==> src/design/dqr_pkg.sv <==
// shared types and codes for the array deque with reverse
`default_nettype none
package dqr_pkg;

   localparam int WORD_W   = 32;
   localparam int POS_W    = 4;
   localparam int STATUS_W = 2;
   localparam int FILL_W   = 5;
   localparam int CMD_W    = 3;

   typedef enum logic [CMD_W-1:0] {
      CMD_LIST       = 3'd0,
      CMD_PUSH_BACK  = 3'd1,
      CMD_PUSH_FRONT = 3'd2,
      CMD_POP_BACK   = 3'd3,
      CMD_POP_FRONT  = 3'd4,
      CMD_REVERSE    = 3'd5
   } cmd_type;

   localparam logic [STATUS_W-1:0] ST_OK    = 2'd0;
   localparam logic [STATUS_W-1:0] ST_FULL  = 2'd1;
   localparam logic [STATUS_W-1:0] ST_EMPTY = 2'd2;
   localparam logic [STATUS_W-1:0] ST_ITEM  = 2'd3;

   typedef struct packed {
      logic [WORD_W-1:0]   element;
      logic [POS_W-1:0]    position;
      logic                last;
      logic [STATUS_W-1:0] status;
      logic [FILL_W-1:0]   fill;
   } rsp_type;

endpackage
`default_nettype wire

==> src/design/dqr_mem.sv <==
// element store: one write port, one registered read port
`default_nettype none
module dqr_mem
   import dqr_pkg::*;
#(
   parameter int DEPTH = 16,
   parameter int AW    = 4
) (
   input  wire logic              clock,
   input  wire logic              wr_en,
   input  wire logic [AW-1:0]     wr_addr,
   input  wire logic [WORD_W-1:0] wr_data,
   input  wire logic              rd_en,
   input  wire logic [AW-1:0]     rd_addr,
   output logic      [WORD_W-1:0] rd_data
);

   logic [WORD_W-1:0] mem_ff [DEPTH];
   logic [WORD_W-1:0] rd_data_ff;

   always_ff @(posedge clock) begin
      if (wr_en) begin
         mem_ff[wr_addr] <= wr_data;
      end
   end

   always_ff @(posedge clock) begin
      if (rd_en) begin
         rd_data_ff <= mem_ff[rd_addr];
      end
   end

   assign rd_data = rd_data_ff;

endmodule
`default_nettype wire

==> src/design/dqr_ctrl.sv <==
// command sequencer: walks the store one word at a time through the memory port
`default_nettype none
module dqr_ctrl
   import dqr_pkg::*;
#(
   parameter int DEPTH = 16,
   parameter int AW    = 4,
   parameter int CW    = 5
) (
   input  wire logic              clock,
   input  wire logic              reset,
   input  wire logic              req_valid,
   output logic                   req_stall,
   input  wire logic [CMD_W-1:0]  req_cmd,
   input  wire logic [WORD_W-1:0] req_value,
   input  wire logic              out_free,
   output logic                   emit_valid,
   output rsp_type                emit,
   output logic                   mem_wr_en,
   output logic      [AW-1:0]     mem_wr_addr,
   output logic      [WORD_W-1:0] mem_wr_data,
   output logic                   mem_rd_en,
   output logic      [AW-1:0]     mem_rd_addr,
   input  wire logic [WORD_W-1:0] mem_rd_data
);

   typedef enum logic [10:0] {
      S_IDLE   = 11'b000_0000_0001,
      S_LREAD  = 11'b000_0000_0010,
      S_LEMIT  = 11'b000_0000_0100,
      S_SREAD  = 11'b000_0000_1000,
      S_SWRITE = 11'b000_0001_0000,
      S_FRONTW = 11'b000_0010_0000,
      S_RRDI   = 11'b000_0100_0000,
      S_RRDJ   = 11'b000_1000_0000,
      S_RWRI   = 11'b001_0000_0000,
      S_RWRJ   = 11'b010_0000_0000,
      S_DONE   = 11'b100_0000_0000
   } state_type;

   localparam logic [CW-1:0] DEPTH_C = CW'(DEPTH);

   state_type         state_ff, state_in;
   logic [CW-1:0]     fill_ff, fill_in;
   logic [CW-1:0]     idx_ff, idx_in;
   logic [AW-1:0]     hi_ff, hi_in;
   logic [STATUS_W-1:0] status_ff, status_in;
   logic              front_ff, front_in;
   logic [WORD_W-1:0] val_ff, val_in;
   logic [WORD_W-1:0] tmp_ff, tmp_in;

   logic              accept;
   logic [CW-1:0]     idx_m1;
   logic [CW-1:0]     idx_p1;
   logic [CW:0]       idx_p2;
   logic [AW:0]       lo_p2;
   logic              full;
   logic              empty;

   function automatic logic [AW-1:0] idx_m1_fill(input logic [CW-1:0] f);
      logic [CW-1:0] d;
      d = f - 1'b1;
      return d[AW-1:0];
   endfunction

   assign accept = req_valid && (state_ff == S_IDLE);
   assign req_stall = (state_ff != S_IDLE);
   assign idx_m1 = idx_ff - 1'b1;
   assign idx_p1 = idx_ff + 1'b1;
   assign idx_p2 = {1'b0, idx_ff} + (CW+1)'(2);
   assign lo_p2 = {1'b0, idx_ff[AW-1:0]} + (AW+1)'(2);
   assign full = (fill_ff >= DEPTH_C);
   assign empty = (fill_ff == '0);

   always_comb begin
      state_in    = state_ff;
      fill_in     = fill_ff;
      idx_in      = idx_ff;
      hi_in       = hi_ff;
      status_in   = status_ff;
      front_in    = front_ff;
      val_in      = val_ff;
      tmp_in      = tmp_ff;
      mem_wr_en   = 1'b0;
      mem_wr_addr = idx_ff[AW-1:0];
      mem_wr_data = mem_rd_data;
      mem_rd_en   = 1'b0;
      mem_rd_addr = idx_ff[AW-1:0];
      emit_valid  = 1'b0;
      emit        = '0;
      emit.last   = 1'b1;
      emit.status = status_ff;
      emit.fill   = FILL_W'(fill_ff);

      case (state_ff)
         S_IDLE: begin
            if (accept) begin
               val_in    = req_value;
               status_in = ST_OK;
               idx_in    = '0;
               state_in  = S_DONE;
               case (cmd_type'(req_cmd))
                  CMD_LIST: begin
                     if (empty) begin
                        status_in = ST_EMPTY;
                     end else begin
                        state_in = S_LREAD;
                     end
                  end
                  CMD_PUSH_BACK: begin
                     if (full) begin
                        status_in = ST_FULL;
                     end else begin
                        mem_wr_en   = 1'b1;
                        mem_wr_addr = fill_ff[AW-1:0];
                        mem_wr_data = req_value;
                        fill_in     = fill_ff + 1'b1;
                     end
                  end
                  CMD_PUSH_FRONT: begin
                     front_in = 1'b1;
                     if (full) begin
                        status_in = ST_FULL;
                     end else if (empty) begin
                        state_in = S_FRONTW;
                     end else begin
                        idx_in   = fill_ff;
                        state_in = S_SREAD;
                     end
                  end
                  CMD_POP_BACK: begin
                     if (empty) begin
                        status_in = ST_EMPTY;
                     end else begin
                        fill_in = fill_ff - 1'b1;
                     end
                  end
                  CMD_POP_FRONT: begin
                     front_in = 1'b0;
                     if (empty) begin
                        status_in = ST_EMPTY;
                     end else if (fill_ff == CW'(1)) begin
                        fill_in = '0;
                     end else begin
                        state_in = S_SREAD;
                     end
                  end
                  CMD_REVERSE: begin
                     if (fill_ff >= CW'(2)) begin
                        hi_in    = idx_m1_fill(fill_ff);
                        state_in = S_RRDI;
                     end
                  end
                  default: begin
                  end
               endcase
            end
         end
         S_LREAD: begin
            mem_rd_en = 1'b1;
            state_in  = S_LEMIT;
         end
         S_LEMIT: begin
            emit.element  = mem_rd_data;
            emit.position = POS_W'(idx_ff);
            emit.last     = (idx_p1 == fill_ff);
            emit.status   = ST_ITEM;
            if (out_free) begin
               emit_valid = 1'b1;
               idx_in     = idx_p1;
               state_in   = emit.last ? S_IDLE : S_LREAD;
            end
         end
         S_SREAD: begin
            mem_rd_en   = 1'b1;
            mem_rd_addr = front_ff ? idx_m1[AW-1:0] : idx_p1[AW-1:0];
            state_in    = S_SWRITE;
         end
         S_SWRITE: begin
            mem_wr_en = 1'b1;
            if (front_ff) begin
               idx_in   = idx_m1;
               state_in = (idx_m1 == '0) ? S_FRONTW : S_SREAD;
            end else begin
               idx_in = idx_p1;
               if (idx_p2 < {1'b0, fill_ff}) begin
                  state_in = S_SREAD;
               end else begin
                  fill_in  = fill_ff - 1'b1;
                  state_in = S_DONE;
               end
            end
         end
         S_FRONTW: begin
            mem_wr_en   = 1'b1;
            mem_wr_addr = '0;
            mem_wr_data = val_ff;
            fill_in     = fill_ff + 1'b1;
            state_in    = S_DONE;
         end
         S_RRDI: begin
            mem_rd_en = 1'b1;
            state_in  = S_RRDJ;
         end
         S_RRDJ: begin
            mem_rd_en   = 1'b1;
            mem_rd_addr = hi_ff;
            tmp_in      = mem_rd_data;
            state_in    = S_RWRI;
         end
         S_RWRI: begin
            mem_wr_en = 1'b1;
            state_in  = S_RWRJ;
         end
         S_RWRJ: begin
            mem_wr_en   = 1'b1;
            mem_wr_addr = hi_ff;
            mem_wr_data = tmp_ff;
            idx_in      = idx_p1;
            hi_in       = hi_ff - 1'b1;
            state_in    = (lo_p2 < {1'b0, hi_ff}) ? S_RRDI : S_DONE;
         end
         S_DONE: begin
            if (out_free) begin
               emit_valid = 1'b1;
               state_in   = S_IDLE;
            end
         end
         default: begin
            state_in = S_IDLE;
         end
      endcase
   end

   always_ff @(posedge clock) begin
      if (reset) begin
         state_ff <= S_IDLE;
         fill_ff  <= '0;
      end else begin
         state_ff <= state_in;
         fill_ff  <= fill_in;
      end
   end

   always_ff @(posedge clock) begin
      idx_ff    <= idx_in;
      hi_ff     <= hi_in;
      status_ff <= status_in;
      front_ff  <= front_in;
      val_ff    <= val_in;
      tmp_ff    <= tmp_in;
   end

endmodule
`default_nettype wire

==> src/design/array_deque_with_reverse.sv <==
// top level of the array deque with reverse: sequencer, store and result register
//
// channel  ports                                         direction
// req      req_valid req_stall req_cmd req_value         in
// rsp      rsp_valid rsp_stall rsp_element rsp_position  out
//          rsp_last rsp_status rsp_fill
//
// one command at a time; req_stall is high until its last word is sent
// push back, pop back, other codes, empty cases go to the done state; list reads
// and sends one element at a time; push and pop front shift each element by a read
// and a write; reverse swaps pairs by two reads and two writes
// reset empties the store (fill 0); contents are left as they were
// rsp_stall holds the result register; the sequencer waits behind it
`default_nettype none
module array_deque_with_reverse
   import dqr_pkg::*;
#(
   parameter int DEPTH = 16
) (
   input  wire logic                     clock,
   input  wire logic                     reset,
   input  wire logic                     req_valid,
   output logic                          req_stall,
   input  wire logic        [CMD_W-1:0]  req_cmd,
   input  wire logic signed [WORD_W-1:0] req_value,
   output logic                          rsp_valid,
   input  wire logic                     rsp_stall,
   output logic signed      [WORD_W-1:0] rsp_element,
   output logic             [POS_W-1:0]  rsp_position,
   output logic                          rsp_last,
   output logic             [STATUS_W-1:0] rsp_status,
   output logic             [FILL_W-1:0] rsp_fill
);

   localparam int AW = $clog2(DEPTH);
   localparam int CW = $clog2(DEPTH + 1);

   logic              out_free;
   logic              emit_valid;
   rsp_type           emit;
   logic              mem_wr_en;
   logic [AW-1:0]     mem_wr_addr;
   logic [WORD_W-1:0] mem_wr_data;
   logic              mem_rd_en;
   logic [AW-1:0]     mem_rd_addr;
   logic [WORD_W-1:0] mem_rd_data;

   logic              rsp_valid_ff, rsp_valid_in;
   rsp_type           rsp_word_ff, rsp_word_in;

   dqr_ctrl #(
      .DEPTH(DEPTH),
      .AW   (AW),
      .CW   (CW)
   ) u_ctrl (
      .clock      (clock),
      .reset      (reset),
      .req_valid  (req_valid),
      .req_stall  (req_stall),
      .req_cmd    (req_cmd),
      .req_value  (req_value),
      .out_free   (out_free),
      .emit_valid (emit_valid),
      .emit       (emit),
      .mem_wr_en  (mem_wr_en),
      .mem_wr_addr(mem_wr_addr),
      .mem_wr_data(mem_wr_data),
      .mem_rd_en  (mem_rd_en),
      .mem_rd_addr(mem_rd_addr),
      .mem_rd_data(mem_rd_data)
   );

   dqr_mem #(
      .DEPTH(DEPTH),
      .AW   (AW)
   ) u_mem (
      .clock  (clock),
      .wr_en  (mem_wr_en),
      .wr_addr(mem_wr_addr),
      .wr_data(mem_wr_data),
      .rd_en  (mem_rd_en),
      .rd_addr(mem_rd_addr),
      .rd_data(mem_rd_data)
   );

   assign out_free = !rsp_valid_ff || !rsp_stall;

   always_comb begin
      rsp_valid_in = rsp_valid_ff;
      rsp_word_in  = rsp_word_ff;
      if (emit_valid) begin
         rsp_valid_in = 1'b1;
         rsp_word_in  = emit;
      end else if (!rsp_stall) begin
         rsp_valid_in = 1'b0;
      end
   end

   always_ff @(posedge clock) begin
      if (reset) begin
         rsp_valid_ff <= 1'b0;
      end else begin
         rsp_valid_ff <= rsp_valid_in;
      end
   end

   always_ff @(posedge clock) begin
      rsp_word_ff <= rsp_word_in;
   end

   assign rsp_valid    = rsp_valid_ff;
   assign rsp_element  = rsp_word_ff.element;
   assign rsp_position = rsp_word_ff.position;
   assign rsp_last     = rsp_word_ff.last;
   assign rsp_status   = rsp_word_ff.status;
   assign rsp_fill     = rsp_word_ff.fill;

endmodule
`default_nettype wire

==> config.mk <==
export PLATFORM = sky130hd
export DESIGN_NAME = array_deque_with_reverse
export DESIGN_NICKNAME = d
export VERILOG_FILES = /design/src/design/dqr_pkg.sv /design/src/design/dqr_mem.sv /design/src/design/dqr_ctrl.sv /design/src/design/array_deque_with_reverse.sv
export SDC_FILE = /design/constraint.sdc
export NUM_CORES = 1
export LEC_CHECK = 0
export BUFFER_PORTS_ARGS = -buffer_cell sky130_fd_sc_hd__clkbuf_2
export CAP_MARGIN = 25
export CORE_UTILIZATION = 35
export CTS_CLUSTER_DIAMETER = 200
export CTS_CLUSTER_SIZE = 12
export DETAILED_ROUTE_END_ITERATION = 16
export PLACE_DENSITY = 0.49
export SETUP_SLACK_MARGIN = 0.2
export SYNTH_ARGS = -nofsm -noshare
export SYNTH_HDL_FRONTEND = slang
export SYNTH_HIERARCHICAL = 1
export SYNTH_SLANG_ARGS = --single-unit
==> constraint.sdc <==
create_clock -name clock -period 5.1 [get_ports clock]
set_clock_uncertainty 0.05 [all_clocks]
set_input_delay 0.765 -clock clock [delete_from_list [all_inputs] [get_ports clock]]
set_output_delay 0.765 -clock clock [all_outputs]
set_load 0.005 [all_outputs]
# After elaboration in Yosys (flattened, before gate mapping)
# Memories as Yosys holds them, arrays and structs flattened. A register that Yosys moved wholly into a read port is not among the register bits.
# Cells that the tools add are included.
# W data, S select, Z words.
# op_classes
add_sub_neg,7
magnitude_cmp,4
eq_ne,32
n_mux,61
reduce_logical,22
# op_table
operator,n
$mux W11,11
$pmux W11 S11,1
$mux W32,3
$pmux W32 S3,1
$mux W5,13
$pmux W11 S4,1
$pmux W5 S3,2
$mux W4,7
$pmux W5 S4,1
$pmux W4 S2,2
$mux W6,2
$ne A2 B2 Y1 const B,6
$ne A3 B3 Y1 const B,4
$pmux W4 S3,1
$eq A11 B1 Y1 const B,1
$eq A11 B10 Y1 const B,1
$eq A11 B11 Y1 const B,1
$eq A11 B2 Y1 const B,1
$eq A11 B3 Y1 const B,1
$eq A11 B4 Y1 const B,1
$eq A11 B5 Y1 const B,1
$eq A11 B6 Y1 const B,1
$eq A11 B7 Y1 const B,1
$eq A11 B8 Y1 const B,1
other kinds (37),61
# word_totals
reg_bits,137
ram_bits,512
in_bits,39
out_inout_bits,46
elab_cells,141
mem_count,1
# memory_table
name,depth,word_bits,rd,rd_ports_with_merged_regs,write_ports,line_no,rtl
u_mem.mem_ff,16,32,1,1,1,dqr_mem.sv:18,logic [WORD_W-1:0] mem_ff [DEPTH];

# Logic depth before layout (Yosys ltp)
# Gate-level depths: netlist of run 1.
# depth
word_depth,7
depth_mapped,14
ltp_nobuf,11

# Hierarchy
# Netlist of run 1, hierarchy kept.
# by_module_without_submodules
mod,n_inst,cells_each,area_per_inst_um2,seq_area_each_um2
dqr_mem,1,838,20155.6,16335.7
dqr_ctrl,1,553,5421.4,2602.5
array_deque_with_reverse,1,48,1353.8,1341.3

# Worst setup path before layout of run 1
# No wires, ideal clock.
# synth_timing
kind,flip-flop to flip-flop
from,register u_ctrl.state_ff[9]
to,memory u_mem.mem_ff[0][0] (enable)
setup_time_ps,461
arrival_time_ps,4876
required_time_ps,4589
path_slack_ps,-287
path_stages_with_launch,11
path_buffers,2
period_less_slack_ps,5387
path_cell_list,dfxtp_1 > buf_2 > or4b_1 > nor4_4 > inv_2 > nor2_1 > buf_2 > nor2_1 > nand2_1 > or3b_2 > nor3_1
# synth_between
elab_chain_len,6
word_cells_on_any_way,13
cone_classes,eq/ne: 5; mux: 6; reduce/logical: 2
# synth_rtl
item,line_no,rtl
from (decl),dqr_ctrl.sv:43,"state_type state_ff, state_in;"
from (signal assigned),dqr_ctrl.sv:240,state_ff <= state_in;
$eq A11 B1 Y1,"dqr_ctrl.sv:66, dqr_ctrl.sv:95",
$logic_and A1 B1 Y1,dqr_ctrl.sv:66,assign accept = req_valid && (state_ff == S_IDLE);
$mux W1,dqr_ctrl.sv:97,if (accept) begin
$pmux W1 S2 (*),dqr_ctrl.sv:95,case (state_ff)
named net mem_wr_en,array_deque_with_reverse.sv:41,logic mem_wr_en;
$mux W1 (*),dqr_mem.sv:22,if (wr_en) begin
$mux W1 (not written as such) (*),dqr_mem.sv:23,mem_ff[wr_addr] <= wr_data;
to (decl),dqr_mem.sv:18,
# The timed path passes the listed nets; every way through them passes the cells marked *.

# Worst setup path in the final report of run 1
# layout_timing
from,register u_ctrl.state_ff[6]
to,memory u_mem.mem_ff[12][2] (enable)
# layout_between
word_cells_on_any_way,13
cone_classes,eq/ne: 5; mux: 6; reduce/logical: 2
# layout_lines
item,line_no,rtl
$eq A11 B1 Y1,"dqr_ctrl.sv:66, dqr_ctrl.sv:95",
$logic_and A1 B1 Y1,dqr_ctrl.sv:66,
$mux W4,dqr_ctrl.sv:97,
$pmux W4 S3 (*),dqr_ctrl.sv:95,
named net mem_wr_addr[2],array_deque_with_reverse.sv:42,logic [AW-1:0] mem_wr_addr;
# Marked as above.

==> key figures, run 1 <==
Critical path
  • Crit path top cell by count: buf_4
  • Crit path arrival time: 4.60 ns
  • R2R cell count: 10
  • CP endpoint kind: register
  • R2r setup slk: 0.68 ns
  • Max stage delay cell, worst path: nor4_4
  • Worst path cell trace: or4_4, nor4_4, inv_2, nor2_4, buf_4, a22oi_1, nand2_1, nand3_1, nor3_4, buf_4
  • Top delay family on crit path: simple AND/OR/NAND/NOR gates
  • CP Max Fanout: 22
  • Crit start category: register
  • Crit path launch: u_ctrl/state_ff[6]
  • Slowest cell delay on critical path: 0.62 ns
  • CP required: 5.28 ns
  • Crit path depth: 10
  • CP Class: register to register
  • CP bufs+invs: 3
  • RR Startpoint: u_ctrl/state_ff[6]

Timing
  • Final Max Slew Viols: 0
  • Fin crit share: 86.7%
  • Slew headroom: 34.9%
  • Min Tclk post-route: 4.42 ns
  • RSZ-0062 raised after global routing: no
  • Endpoints failing hold: 0
  • Final setup fails: 0
  • Slew @ Worst Pin: 0.977 ns
  • Setup TNS: 0 ns
  • F_max: 226 MHz

Route
  • Pre-antenna DRT Iters: 9
  • Vias per inst: 5.38
  • 1st-iter DRT viols: 1162
  • Via count: 14000
  • Routed len/inst: 25.8 µm
  • Drt drc: 0
  • Post-route ant nets: 0
  • Routed wire length: 67.3 mm

Clocking
  • CTS tree: done
  • Sink Count: 681
  • CTS clk-pin slew, worst paths: 0.06 ns
  • Post-CTS setup buffers: 0
  • Clk_lat worst skew: 0.62 ns
  • CTS Root Cell: clkbuf_16
  • H-tree lvl count: 3
  • CTS Buf Count: 66
  • Hold buffer count at cts: 0
  • Clock buffer depth: 3
  • Post-CTS sizing: 0

Synth
  • Mapped Cells: 1439
  • Synthesized Nets: 1496
  • Ys async rst share: 0%
  • Seq/Total Area, Yosys: 75.3%
  • Simple-Gate Fraction of Synth Area: 5.45%
  • Count of different cell masters after synthesis: 59
  • Combinational family with the most area after synthesis: multiplexers
  • Yosys top cell by area: edfxtp_1
  • Number of flops mapped to enable cells by yosys: 664
  • Synth Area in Adders: 0.836%
  • Syn. warnings: 6
  • Yosys reg bits: 681
  • Post-Synth XOR/XNOR Area: 0.813%
  • Complex-gate fraction of the synthesized area: 4.92%
  • Ys flop type: edfxtp_1
  • Syn avg cell area: 18.7 µm²
  • Top cell type's share of synthesized area: 74.0%
  • Synthesized area: 26900 µm²
  • Portion of netlist area occupied by mux cells: 11.0%
  • Area contributors post-synth: edfxtp_1 (74%), mux4_2 (11%), a22oi_1 (1.9%), nand2_1 (1.8%), dfxtp_1 (1.3%)

Hold path
  • Hold path depth: 1
  • HP Start: req_value[17]
  • Hold WC Path Type: input port to register

Floorplan
  • Io pins: 85
  • DIE WIDTH: 279 µm
  • Starting Density: 35.4%
  • Core footprint: 76100 µm²
  • Die Y: 279 µm
  • Full die area: 78100 µm²
  • Cell row count: 101

Cells and area
  • Layout area overhead: 14.7%
  • Multi-input gate area in the final layout: 6420 µm²
  • FILL cells: 6846
  • Storage element area: 20300 µm²
  • Share of cells above drive strength 1: 24.5%
  • NumNets Final: 1619

Power
  • LEAKAGE: 0.0100 µW
  • Power consumption: 14800 µW
  • Cell area power density: 479 nW/µm²
  • Worst vdd ir: 0.000232 V

Run
  • Max-cap viol count: 0

Global routing
  • Overflow after GRT: 0
  • GRT Util Overall: 17.5%
  • First-pass GRT wire length: 99.3 mm
  • Vias in the first global route: 14400
  • Largest net degree at the start of global routing: 40
  • Initial antenna violation count: 2

Placement
  • Port Buffers: 84
  • DPL Wire Length: 39.0 mm
  • Gpl congestion: 0.801

Outcome
  • Status: finished clean
-- through the flow --
step | setup slack, ns | utilization, % | instances | instance area, µm² | hold WS [ns]
global placement | 0.776 | 38.2 | 2524 | 29100 | 0.415
detailed placement | 0.734 | 38.2 | 2524 | 29100 | 0.412
global route | 0.494 | 40.6 | 2607 | 30900 | 0.275
CTS | 0.685 | 40.6 | 2607 | 30900 | 0.263
floorplan | 0.585 | - | 1439 | 27000 | 0.356
finish | 0.678 | 40.6 | 2608 | 30900 | 0.304
-- area by class of cell --
cell class                      instances  share of cell area, %
Sequential cell                       681                   65.6
Multi-Input combinational cell        650                   20.8
Clock buffer                           77                   5.62
Tap cell                             1030                   4.17
Timing Repair Buffer                  139                   3.26
Inverter                               24                  0.292
Clock inverter                          6                  0.219
Antenna cell                            1                0.00810
-- worst paths after layout --
check,end
setup reg to reg,u_mem/mem_ff[12][2]
hold / removal,u_ctrl/val_ff[17]
hold reg to reg,u_ctrl/tmp_ff[28]
setup / recovery,u_mem/mem_ff[12][2]
-- cell usage in the layout, fill, tap and decap left out, types with 4 or more instances in the layout --
cell type,count
edfxtp_1,664
mux4_2,128
nand2_1,126
clkbuf_2,84
clkbuf_16,68
a22oi_1,67
buf_4,41
and2_1,33
nor2_1,32
a222oi_1,32
inv_1,21
a21oi_1,19
xnor2_1,19
ha_1,18
dfxtp_1,17
nor3_1,17
nand3_1,14
nor2_4,14
buf_12,14
o21ai_0,12
clkbuf_1,9
nand2b_1,9
or2_2,6
nor2b_1,6
xor2_1,6
mux2i_1,6
o22ai_1,6
nor4_1,5
nand3b_1,5
nor4b_1,5
o211ai_1,4
nor3_4,4
-- power by group --
group	leakage [µW]	total, µW	switching (µW)	internal [µW]
Clock	0.000883	4390	1990	2400
Sequential	0.00622	6910	103	6810
Combinational	0.00292	3510	2140	1370
-- metal layers --
| metal | vias to the layer above | global-route usage [%] | share of wire (%) |
|---|---|---|---|
| li1 | 6072 | - | - |
| met1 | 7478 | 24.9 | 45 |
| met2 | 415 | 27.9 | 48 |
| met3 | 64 | 2.93 | 5.4 |
| met4 | 0 | 4.55 | 1.6 |
| met5 | - | 0 | 0 |
-- flip-flops by register name, indices dropped and copies added (netlist names) --
| register | cells |
|---|---|
| u_mem/mem_ff | 512 |
| u_mem/rd_data | 32 |
| rsp_status | 2 |
| rsp_fill | 5 |
| u_ctrl/hi_ff | 4 |
| u_ctrl/status_ff | 2 |
| rsp_position | 4 |
| rsp_element | 32 |
| rsp_last | 1 |
| rsp_valid | 1 |
| u_ctrl/fill_ff | 5 |
| u_ctrl/state_ff | 11 |
| u_ctrl/tmp_ff | 32 |
| u_ctrl/idx_ff | 5 |
| u_ctrl/val_ff | 32 |
| u_ctrl/front_ff | 1 |
-- cells in the mapped netlist (4+ instances only) --
library cell and n:
edfxtp_1 664, mux4_2 128, nand2_1 126, a22oi_1 67
clkbuf_1 49, nor2_1 46, and2_1 34, a222oi_1 32
inv_1 23, nor3_1 21, a21oi_1 19, xnor2_1 19
ha_1 18, dfxtp_1 17, buf_2 15, nand3_1 14
o21ai_0 12, buf_1 11, buf_4 9, nand2b_1 9
nor2b_1 8, mux2i_1 6, nor4_1 6, o22ai_1 6
or2_2 6, xor2_1 6, and3_1 5, nand3b_1 5
nor4b_1 5, a221o_1 4, o211ai_1 4, o31ai_1 4
-- kinds of logic after synthesis --
logic type / after synthesis
flops: 681
simple gates: 299
compound gates: 173
mux: 135
buf+inv: 108
xor+xnor: 25
fa+ha+maj: 18
(Power assumes the default switching activity.)
==> run 2: changes to the inputs <==
--- a/config.mk
+++ b/config.mk
@@ -5,6 +5,7 @@
 export SDC_FILE = /design/constraint.sdc
 export NUM_CORES = 1
 export LEC_CHECK = 0
+export ABC_AREA = 1
 export BUFFER_PORTS_ARGS = -buffer_cell sky130_fd_sc_hd__clkbuf_2
 export CAP_MARGIN = 25
 export CORE_UTILIZATION = 35
==> key figures, run 2 <==
Clocking
  • CTS clk-pin slew, worst paths: 0.06 ns (about the same)
  • Clk_lat worst skew: 0.61 ns (about the same)
  • Sink Count: 681 (unchanged)
  • CTS tree: done
  • CTS Root Cell: clkbuf_16
  • Post-CTS setup buffers: 0 (unchanged)
  • CTS Buf Count: 66 (unchanged)
  • Hold buffer count at cts: 0 (unchanged)
  • H-tree lvl count: 3 (unchanged)
  • Post-CTS sizing: 0 (unchanged)
  • Clock buffer depth: 3 (unchanged)

Route
  • Routed len/inst: 19.8 µm (-23%)
  • Vias per inst: 4.86 (-9.7%)
  • Via count: 19800 (+41%)
  • Pre-antenna DRT Iters: 5 (-4)
  • Routed wire length: 80.6 mm (+20%)
  • Drt drc: 0 (unchanged)
  • Post-route ant nets: 0 (unchanged)
  • 1st-iter DRT viols: 1784 (+54%)

Floorplan
  • Starting Density: 35.4% (-0.046 points)
  • Core footprint: 85100 µm² (+12%)
  • Io pins: 85 (unchanged)
  • DIE WIDTH: 295 µm (+5.7%)
  • Full die area: 87200 µm² (+12%)
  • Cell row count: 107 (+5.9%)
  • Die Y: 295 µm (+5.7%)

Critical path
  • Crit path arrival time: 3.96 ns (-0.64 ns)
  • CP required: 5.31 ns (+0.03 ns)
  • CP Class: register to register
  • CP Max Fanout: 23 (+4.5%)
  • Crit start category: register
  • CP endpoint kind: register

Synth
  • Yosys top cell by area: edfxtp_1
  • Synthesized Nets: 2890 (+93%)
  • Syn avg cell area: 10.6 µm² (-43%)
  • Synthesized area: 30100 µm² (+12%)
  • Synth cell count leaders: nand2_1 (803), edfxtp_1 (664), inv_1 (478)
  • Ys flop type: edfxtp_1
  • Cell with the most instances after synthesis: nand2_1
  • Area contributors post-synth: edfxtp_1 (66%), nand2_1 (10%), nand3_1 (7.1%), inv_1 (6.0%), buf_6 (1.3%)
  • Count of different cell masters after synthesis: 45 (-24%)
  • Top cell type's share of synthesized area: 66.2% (-7.8 points)
  • Seq/Total Area, Yosys: 67.4% (-7.9 points)
  • Syn. warnings: 6 (unchanged)
  • Mapped Cells: 2833 (+97%)
  • Ys async rst share: 0% (unchanged)
  • Yosys reg bits: 681 (unchanged)
  • Number of flops mapped to enable cells by yosys: 664 (unchanged)

Cells and area
  • Share of cells above drive strength 1: 10.2% (-14 points)
  • Layout Cells excl Fill: 4068 (+56%)
  • Most frequent cells in the layout: nand2_1 (803), edfxtp_1 (664), inv_1 (476)
  • Multi-input gate area in the final layout: 7350 µm² (+15%)
  • Layout area overhead: 11.7%
  • Final core utilization: 39.5% (-1.1 points)
  • FILL cells: 8294 (+21%)
  • Largest Register: u_mem/mem_ff
  • Commonest non-fill, non-tap cell in the layout: nand2_1
  • Storage element area: 20300 µm² (unchanged)
  • Fin area: 33600 µm² (+8.9%)
  • Antenna cell count: 0 (-1)
  • NumNets Final: 2963 (+83%)
  • Max reg flops: 512 (unchanged)

Timing
  • Min Tclk post-route: 3.74 ns (-0.679 ns)
  • Worst setup margin: 1.36 ns (+0.679 ns)
  • Fin crit share: 73.4% (-13 points)
  • RSZ-0062 raised after global routing: no
  • Slew @ Worst Pin: 1.05 ns (+0.0768 ns)
  • F_max: 267 MHz (+18%)
  • Final Max Slew Viols: 0 (unchanged)
  • Slew headroom: 29.8% (-5.1 points)
  • Endpoints failing hold: 0 (unchanged)
  • Setup TNS: 0 ns (unchanged)
  • Final setup fails: 0 (unchanged)

Global routing
  • Vias in the first global route: 19000 (+32%)
  • GRT Util Overall: 18.6% (+1.1 points)
  • Initial antenna violation count: 3 (+1)
  • First-pass GRT wire length: 122 mm (+23%)
  • Largest net degree at the start of global routing: 153 (+280%)
  • Overflow after GRT: 0 (unchanged)

Power
  • LEAKAGE: 0.0138 µW (+38%)
  • Worst vdd ir: 0.000413 V (+78%)
  • Cell area power density: 543 nW/µm² (+13%)

Run
  • Max-cap viol count: 0 (unchanged)

Placement
  • Dpl cells: 3977 (+58%)
  • DPL Wire Length: 49.7 mm (+27%)
  • Gpl congestion: 0.859 (+7.2%)
  • Pre-CTS worst setup slack: 0.951 ns (+0.217 ns)
  • Area after DPL: 31700 µm² (+9.1%)
  • Port Buffers: 84 (unchanged)

Hold path
  • Hold WC Path Type: input port to register

Outcome
  • Status: finished clean
## run 2: worst paths after layout
check                     start                   to  slack [ns]  cells past startpoint
min               req_value[29]    u_ctrl/val_ff[29]        0.31                      1
max reg2reg  u_ctrl/state_ff[4]  u_mem/mem_ff[12][6]        1.36                     12
min reg2reg   u_mem/rd_data[11]    u_ctrl/tmp_ff[11]        0.40                      0
max          u_ctrl/state_ff[4]  u_mem/mem_ff[12][6]        1.36                     12
## run 2: final cells by class
class	count	area share, %
Multi-Input combinational cell	1538	21.9
Tap cell	1144	4.26
Inverter	487	5.48
Clock inverter	6	0.201
Clock buffer	80	5.19
Timing Repair Buffer	132	2.71
Sequential cell	681	60.3
## run 2: per-layer routing
layer  wire length (µm)  GRT usage, %  part of all wire, %  up-vias
li1                   -             -                    -     9415
met1              37400          26.8                   46     9688
met2              37500          29.7                   47      550
met3               4310          2.31                  5.3      101
met4               1400          4.74                  1.7        0
met5                  0             0                    0        -
## run 2: cell families (layout without fill, tap and decap cells)
group / count (synthesis) / after routing / synth area share (%)
simple gates: 1373 / 1373 / 19.5
xor+xnor: 14 / 14 / 0.407
compound gates: 133 / 133 / 3.01
buf+inv: 614 / 705 / 8.94
fa+ha+maj: 18 / 18 / 0.748
flops: 681 / 681 / 67.4
## run 2: metrics by stage
stage | power [µW] | hold WS, ns
after floorplan | 11500 | 0.353
after detailed placement | 13900 | 0.382
after global placement | 13900 | 0.389
after global routing | 19300 | 0.286
after CTS | 18400 | 0.268
final | 18300 | 0.314
## run 2: power breakdown
group	switching [µW]	internal, µW
Clock	2020	2410
Sequential	150	7210
Combinational	4880	1590
## run 2: critical path, cell delays in order (launching register included)
cell and delay (ns):
dfxtp_1 0.33, nor2_2 0.14, nand2_2 0.12, nor2_8 0.15, nand2_8 0.11, nor2_8 0.34, inv_2 0.12, nor2_8 0.35
a22oi_1 0.13, o21ai_1 0.31, nand3_1 0.43, nor2_4 0.41, buf_4 0.37
